--- src/sv/gws_pkg.sv ---
package gws_pkg;

    localparam int MAX_DIM   = 16;
    localparam int DIM_W     = $clog2(MAX_DIM);
    localparam int ADDR_W    = 3 * DIM_W;
    localparam int DEPTH     = MAX_DIM * MAX_DIM * MAX_DIM;
    localparam int SIZE_W    = 5;
    localparam int GAIN_W    = 24;
    localparam int DATA_W    = 32;
    localparam int SUM_W     = DATA_W + 3;
    localparam int DIV_W     = DATA_W + 2;
    localparam int QUO_W     = DATA_W + 1;
    localparam int DIFF_W    = DATA_W + 2;
    localparam int PROD_W    = DIFF_W + GAIN_W + 1;
    localparam int FORCE_W   = PROD_W - GAIN_W;
    localparam int STAT_W    = 2;
    localparam int REQ_W     = 2;
    localparam int CFG_IDX_W = 2;

    // divide by six as a halving and a reciprocal multiply by ceil(2^35 / 3),
    // exact for every dividend below 2^33, split into two partial products
    localparam int HALF_W    = DIV_W - 1;
    localparam int LO_W      = 17;
    localparam int HI_W      = HALF_W - LO_W;
    localparam int RECIP_W   = 34;
    localparam int RECIP_SH  = 35;
    localparam int PPROD_W   = HALF_W + RECIP_W;
    localparam logic [RECIP_W-1:0] RECIP3 = 34'd11453246123;

    // request kinds
    localparam logic [REQ_W-1:0] REQ_LOAD = 2'd0;
    localparam logic [REQ_W-1:0] REQ_STEP = 2'd1;
    localparam logic [REQ_W-1:0] REQ_READ = 2'd2;

    // status codes
    localparam logic [STAT_W-1:0] STAT_OK    = 2'd0;
    localparam logic [STAT_W-1:0] STAT_RANGE = 2'd1;
    localparam logic [STAT_W-1:0] STAT_SAT   = 2'd2;

    // register indexes
    localparam logic [CFG_IDX_W-1:0] CFG_SIZE_X = 2'd0;
    localparam logic [CFG_IDX_W-1:0] CFG_SIZE_Y = 2'd1;
    localparam logic [CFG_IDX_W-1:0] CFG_SIZE_Z = 2'd2;
    localparam logic [CFG_IDX_W-1:0] CFG_GAIN   = 2'd3;

    // command from the sequencer or the top level to every lane
    typedef struct packed {
        logic [ADDR_W-1:0] addr;
        logic              load_we;
        logic              cap_valid;
        logic              cap_center;
        logic              div_init;
        logic              div_step;
        logic              diff_en;
        logic              mul_en;
        logic              vel_en;
        logic              upd_we;
        logic              copy_we;
    } lane_cmd_t;

    // clamp a configured size to the grid
    function automatic logic [SIZE_W-1:0] dim_in_use(input logic [SIZE_W-1:0] s);
        return (s > SIZE_W'(MAX_DIM)) ? SIZE_W'(MAX_DIM) : s;
    endfunction

endpackage

--- src/sv/gws_seq.sv ---
module gws_seq
    import gws_pkg::*;
(
    input  logic              aclk,
    input  logic              aresetn,
    input  logic              start,
    input  logic [SIZE_W-1:0] size_x,
    input  logic [SIZE_W-1:0] size_y,
    input  logic [SIZE_W-1:0] size_z,
    output lane_cmd_t         cmd,
    output logic              busy,
    output logic              done
);

    typedef enum logic [3:0] {
        S_IDLE, S_TAP, S_LAST, S_DINIT, S_DIV, S_DIFF, S_MUL, S_VEL, S_UPD,
        S_CRD, S_CWR, S_DONE
    } seq_state_t;

    seq_state_t        state_reg;
    logic [DIM_W-1:0]  ix_reg, iy_reg, iz_reg;
    logic [2:0]        tap_reg;
    logic              cap_v_reg, cap_c_reg;

    logic [SIZE_W-1:0] dx, dy, dz;
    logic [DIM_W-1:0]  lx, ly, lz;
    logic              has_interior, last_node;
    logic [ADDR_W-1:0] center;

    always_comb begin
        dx = dim_in_use(size_x);
        dy = dim_in_use(size_y);
        dz = dim_in_use(size_z);
        lx = DIM_W'(dx - SIZE_W'(2));
        ly = DIM_W'(dy - SIZE_W'(2));
        lz = DIM_W'(dz - SIZE_W'(2));
        has_interior = (dx >= SIZE_W'(3)) && (dy >= SIZE_W'(3)) && (dz >= SIZE_W'(3));
        last_node = (ix_reg == lx) && (iy_reg == ly) && (iz_reg == lz);
        center = {ix_reg, iy_reg, iz_reg};
    end

    // address and strobes for the lanes
    always_comb begin
        cmd            = '0;
        cmd.addr       = center;
        cmd.cap_valid  = cap_v_reg;
        cmd.cap_center = cap_c_reg;
        case (state_reg)
            S_TAP: begin
                case (tap_reg)
                    3'd1:    cmd.addr = {ix_reg - 1'b1, iy_reg, iz_reg};
                    3'd2:    cmd.addr = {ix_reg + 1'b1, iy_reg, iz_reg};
                    3'd3:    cmd.addr = {ix_reg, iy_reg - 1'b1, iz_reg};
                    3'd4:    cmd.addr = {ix_reg, iy_reg + 1'b1, iz_reg};
                    3'd5:    cmd.addr = {ix_reg, iy_reg, iz_reg - 1'b1};
                    3'd6:    cmd.addr = {ix_reg, iy_reg, iz_reg + 1'b1};
                    default: cmd.addr = center;
                endcase
            end
            S_DINIT: cmd.div_init = 1'b1;
            S_DIV:   cmd.div_step = 1'b1;
            S_DIFF:  cmd.diff_en  = 1'b1;
            S_MUL:   cmd.mul_en   = 1'b1;
            S_VEL:   cmd.vel_en   = 1'b1;
            S_UPD:   cmd.upd_we   = 1'b1;
            S_CWR:   cmd.copy_we  = 1'b1;
            default: ;
        endcase
    end

    // walk interior nodes: update pass, then copy pass
    always_ff @(posedge aclk) begin
        if (!aresetn) begin
            state_reg <= S_IDLE;
            cap_v_reg <= 1'b0;
            cap_c_reg <= 1'b0;
            done      <= 1'b0;
        end else begin
            cap_v_reg <= (state_reg == S_TAP);
            cap_c_reg <= (state_reg == S_TAP) && (tap_reg == 3'd0);
            done      <= 1'b0;
            case (state_reg)
                S_IDLE: begin
                    if (start) begin
                        ix_reg  <= DIM_W'(1);
                        iy_reg  <= DIM_W'(1);
                        iz_reg  <= DIM_W'(1);
                        tap_reg <= '0;
                        state_reg <= has_interior ? S_TAP : S_DONE;
                    end
                end
                S_TAP: begin
                    tap_reg <= tap_reg + 3'd1;
                    if (tap_reg == 3'd6) begin
                        state_reg <= S_LAST;
                    end
                end
                S_LAST:  state_reg <= S_DINIT;
                S_DINIT: state_reg <= S_DIV;
                S_DIV:   state_reg <= S_DIFF;
                S_DIFF:  state_reg <= S_MUL;
                S_MUL:   state_reg <= S_VEL;
                S_VEL:   state_reg <= S_UPD;
                S_UPD, S_CWR: begin
                    tap_reg <= '0;
                    if (last_node) begin
                        ix_reg <= DIM_W'(1);
                        iy_reg <= DIM_W'(1);
                        iz_reg <= DIM_W'(1);
                        state_reg <= (state_reg == S_UPD) ? S_CRD : S_DONE;
                    end else begin
                        if (iz_reg == lz) begin
                            iz_reg <= DIM_W'(1);
                            if (iy_reg == ly) begin
                                iy_reg <= DIM_W'(1);
                                ix_reg <= ix_reg + 1'b1;
                            end else begin
                                iy_reg <= iy_reg + 1'b1;
                            end
                        end else begin
                            iz_reg <= iz_reg + 1'b1;
                        end
                        state_reg <= (state_reg == S_UPD) ? S_TAP : S_CRD;
                    end
                end
                S_CRD: state_reg <= S_CWR;
                S_DONE: begin
                    done      <= 1'b1;
                    state_reg <= S_IDLE;
                end
                default: state_reg <= S_IDLE;
            endcase
        end
    end

    assign busy = (state_reg != S_IDLE);

endmodule

--- config.mk ---
export PLATFORM = sky130hd
export DESIGN_NAME = gws_seq
export DESIGN_NICKNAME = d
export VERILOG_FILES = /design/src/sv/gws_pkg.sv /design/src/sv/gws_seq.sv
export SDC_FILE = /design/constraint.sdc
export NUM_CORES = 1
export LEC_CHECK = 0
export ABC_AREA = 1
export BUFFER_PORTS_ARGS = -buffer_cell sky130_fd_sc_hd__buf_2
export CORE_UTILIZATION = 45
export DETAILED_ROUTE_END_ITERATION = 8
export GPL_ROUTABILITY_DRIVEN = 0
export PLACE_DENSITY = 0.67
export SLEW_MARGIN = 20
export SYNTH_ARGS = -nofsm -noshare
export SYNTH_HDL_FRONTEND = slang
export SYNTH_SLANG_ARGS = --single-unit
--- constraint.sdc ---
create_clock -name aclk -period 7.3 [get_ports aclk]
set_input_delay 2.19 -clock aclk [delete_from_list [all_inputs] [get_ports aclk]]
set_output_delay 2.19 -clock aclk [all_outputs]
set_load 0.01 [all_outputs]
* Word-level counts from Yosys, hierarchy flattened
Cells that the tools add are included.
** Operators by class
- Add/subtract/negate cells :: 10
- Order comparisons :: 6
- Equality and inequality tests :: 24
- Multiplexer cells :: 34
- Reduce and logical (&&, ||, !) cells :: 16
** Operators with widths (count)
- 12-bit one-hot mux with 6 select lines :: 1
- 4-bit 2-to-1 mux :: 14
- 4-bit one-hot mux with 10 select lines :: 1
- 4-bit one-hot mux with 2 select lines :: 3
- 4-bit by 3-bit equality test with 1-bit output (second input constant) :: 4
- 4-bit equality test (second input constant) :: 4
- 5-bit by 2-bit greater-or-equal comparator with 1-bit output (second input constant) :: 3
- 5-bit greater-than comparator (second input constant) :: 3
- 5-bit 2-to-1 mux :: 3
- 4-bit by 1-bit adder with 4-bit output (second input constant) :: 3
- 4-bit equality test :: 3
- 12-bit 2-to-1 mux :: 1
- 4-bit by 1-bit subtractor with 4-bit output (second input constant) :: 3
- 4-bit by 2-bit subtractor with 4-bit output (second input constant) :: 3
- 3-bit equality test (second input constant) :: 3
- 3-bit one-hot mux with 3 select lines :: 1
- 4-bit by 2-bit equality test with 1-bit output (second input constant) :: 2
- 1-bit 2-to-1 mux :: 8
- 3-bit by 2-bit equality test with 1-bit output (second input constant) :: 2
- 3-bit != test (second input constant) :: 2
- 3-bit AND reduction :: 2
- 1-bit logical AND :: 5
- 5-bit AND reduction :: 1
- 4-bit by 1-bit equality test with 1-bit output (second input constant) :: 1
- 14 further kinds :: 14
** Storage, ports and cells
- Bits in registers :: 22
- Input bits :: 18
- Logic and storage cells :: 98

* Longest topological paths before layout
- Depth in word-level cells :: 8
- Gate-level depth with buffers :: 14

* Worst setup path before layout
No wires, ideal clock.
- Kind :: input -> register
- From :: input port size_z[0]
- To :: register ix_reg[0], enable pin
- Setup time :: 0.367 ns
- Data arrival time :: 3.712 ns
- Slack :: 3.221 ns
- Stages on the path :: 8
- Path buffers :: 0
- Cells stage by stage :: nor4_1 o21ai_0 ha_1 xnor2_1 nand3_1 nor2_2 nor2_1 nor3b_1
** Between the ends
- Cells in the longest elaborated chain, start to end :: 7
** RTL lines
- start, declared :: line gws_seq.sv:9 : input logic [SIZE_W-1:0] size_z,
- 5-bit greater-than comparator :: line gws_pkg.sv:63 : return (s > SIZE_W'(MAX_DIM)) ? SIZE_W'(MAX_DIM) : s;
- 5-bit 2-to-1 mux * :: line gws_pkg.sv:63
- 4-bit by 2-bit subtractor with 4-bit output * :: line gws_seq.sv:36 : lz = DIM_W'(dz - SIZE_W'(2));
- 4-bit equality test * :: line gws_seq.sv:38, gws_seq.sv:112
- 1-bit logical AND :: line gws_seq.sv:38 : last_node = (ix_reg == lx) && (iy_reg == ly) && (iz_reg == lz);
- 3-bit != test (no source line)
- 5-bit AND reduction (no source line) *
- end signal, assigned :: line gws_seq.sv:116 : ix_reg <= ix_reg + 1'b1;
- end, declared :: line gws_seq.sv:21 : logic [DIM_W-1:0] ix_reg, iy_reg, iz_reg;
Every way passes the cells marked *; elsewhere a longest branch is shown, timed or not.
A chain may end at the register's enable or synchronous reset.

==> qor.csv <==
metric,value,unit
startpoint_type,register,
status,finished clean,
antennaDiodeCount,0,
ios,42,
worst_slew_pin_slew,579,ps
worstSetupPathType,reg2out,
post_cts_resized,0,
hold_viol,0,
num_vias,2046,
via_per_inst,5.05,
dr.max_layer_used,met4,
start_util,47.3,%
finalNetCount,389,
grt_usage,19.8,%
grt-ovfl-total,0,
worstPathArrival,2260,ps
drtIter0Drc,62,
critPathRequiredTime,5110,ps
ys_seq_area_share,28.3,%
grt_pass1_vias,1865,
antenna_found_initial,0,
clk_latency,260,ps
rsz0062_at_grt,no,
leakagePower,0.00120,uW
crit_fanout,7,
area_growth,13.0,%
postCtsSetupRepairBufs,0,
die_w,70.1,um
finalHoldWorstSlack,585,ps
drtPass1Iterations,4,
drc,0,
ctsRootBufferMaster,clkbuf_8,
yosysUniqueCellTypes,31,
setup_tns,0,ps
mostFrequentLayoutCell,nand2_1,
cts_sinks,22,
portBuffers,40,
postSynthRegisterBits,22,
syn-instance-count,317,
peakVddDrop,0.141,mV
final_max_slew_viol_count,0,
fin_skew,1.22,ps
maxCapViolCount,0,
fin_crit_sh,61.0,%
routed_wirelength,4640,um
hold_buffers,0,
synth_warnings,0,
finalPower,473,uW
dpl.hpwl,3850,um
num_rows,24,
post_route_cells_drive_above_1_share,16.7,%
ant_nets,0,
final_cell_mix,"63 x nand2_1, 51 x nor2_1, 50 x inv_1",
dieArea,4920,um2
core,4410,um2
clkTransAtPathRegs,80,ps
die_h,70.1,um
power.density,200,nW/um2
wl_met3,178,um
cts_max_level,1,
routedWlPerCell,11.5,um
syn_area_per_cell,6.59,um2
relSlewSlack,61.3,%
cts_tree,built,
met1Wirelength,2210,um
syn_area,2090,um2
syn-num-nets,352,
clock.fmax,225,MHz
wl_met2,2200,um
clock_tree.buffer_depth,2,
grt_pass1_wl,7930,um
fin_crit,4450,ps
setup_viol,0,
cts_inserted_buffers,3,
grt_max_degree,13,
min_path_type,reg2reg,
crit_path_end_kind,output port,
[cells by family (layout without fill, tap and decap cells)]
kind of cell             Yosys count  in the layout  synth area share (%)
AO/OA/AOI/OAI                     41             41                  10.3
XOR/XNOR                          14             14                  5.87
adder cells (fa/ha/maj)           17             17                  10.2
buffers and inverters             64            100                  12.4
flip-flops                        22             22                  28.3
other                              1              1                 0.180
AND/OR/NAND/NOR                  158            158                  32.8
[metrics by stage]
step,utilization (%),setup WS [ps],instances,instance area (um2)
finish,53.5,2850,405,2360
global route,53.5,2720,405,2360
CTS,53.5,2860,405,2360
detailed placement,52.2,2840,401,2300
global placement,52.2,2930,401,2300
floorplan,-,3220,317,2090
[report_power, final]
group	internal [uW]	total, uW	switching [uW]
Combinational	74.4	210	135
Sequential	155	176	21.1
Clock	48.1	87.3	39.2
Total	277	473	196
[Yosys cell counts, drive strengths merged]
master   n  share of area, %
conb     1              0.18
inv     56                10
o21ai   26               6.2
nand4    2              0.60
nand3   22               5.3
ha      17                10
xnor2    4               1.7
or2      2              0.60
xor2    10               4.2
a31oi    2              0.60
buf      5               1.7
edfxtp  15                22
nor3b    1              0.36
o21bai   1              0.36
dfxtp    7               6.7
nor4     4               1.2
o22ai    4               1.2
a21oi    8               1.9
nor3     6               1.7
nand2   65                12
nor2    56                11
clkbuf   3              0.66
[per-layer routing]
metal  vias up  GRT usage (%)
li1       1077              -
met1       917           26.1
met2        48           34.4
met3         4           2.02
met4         0           5.33
met5         -              0
[area by class of cell]
| type | count | area, um2 |
|---|---|---|
| Fill cell | 465 | 2050 |
| Multi-Input combinational cell | 231 | 1240 |
| Sequential cell | 22 | 591 |
| Inverter | 56 | 210 |
| Timing Repair Buffer | 40 | 200 |
| Tap cell | 52 | 65.1 |
| Clock buffer | 4 | 55.1 |
[critical path, cell delays in order, from the launching register on]
cell	delay (ps)
edfxtp_1	440
ha_1	240
ha_1	230
inv_1	130
nand2_1	110
nor2_1	180
nor2_4	90
inv_2	120
nor2_2	70
o21ai_0	210
buf_2	180
[worst paths after layout]
kind,from,to,slack (ps),cells after the start
max reg2reg,state_reg[3],ix_reg[2],5190,8
min reg2reg,state_reg[3],state_reg[2],580,3
min,state_reg[3],state_reg[2],580,3
max,tap_reg[0],cmd[14],2850,10
Power figures use the tool's default switching activity.
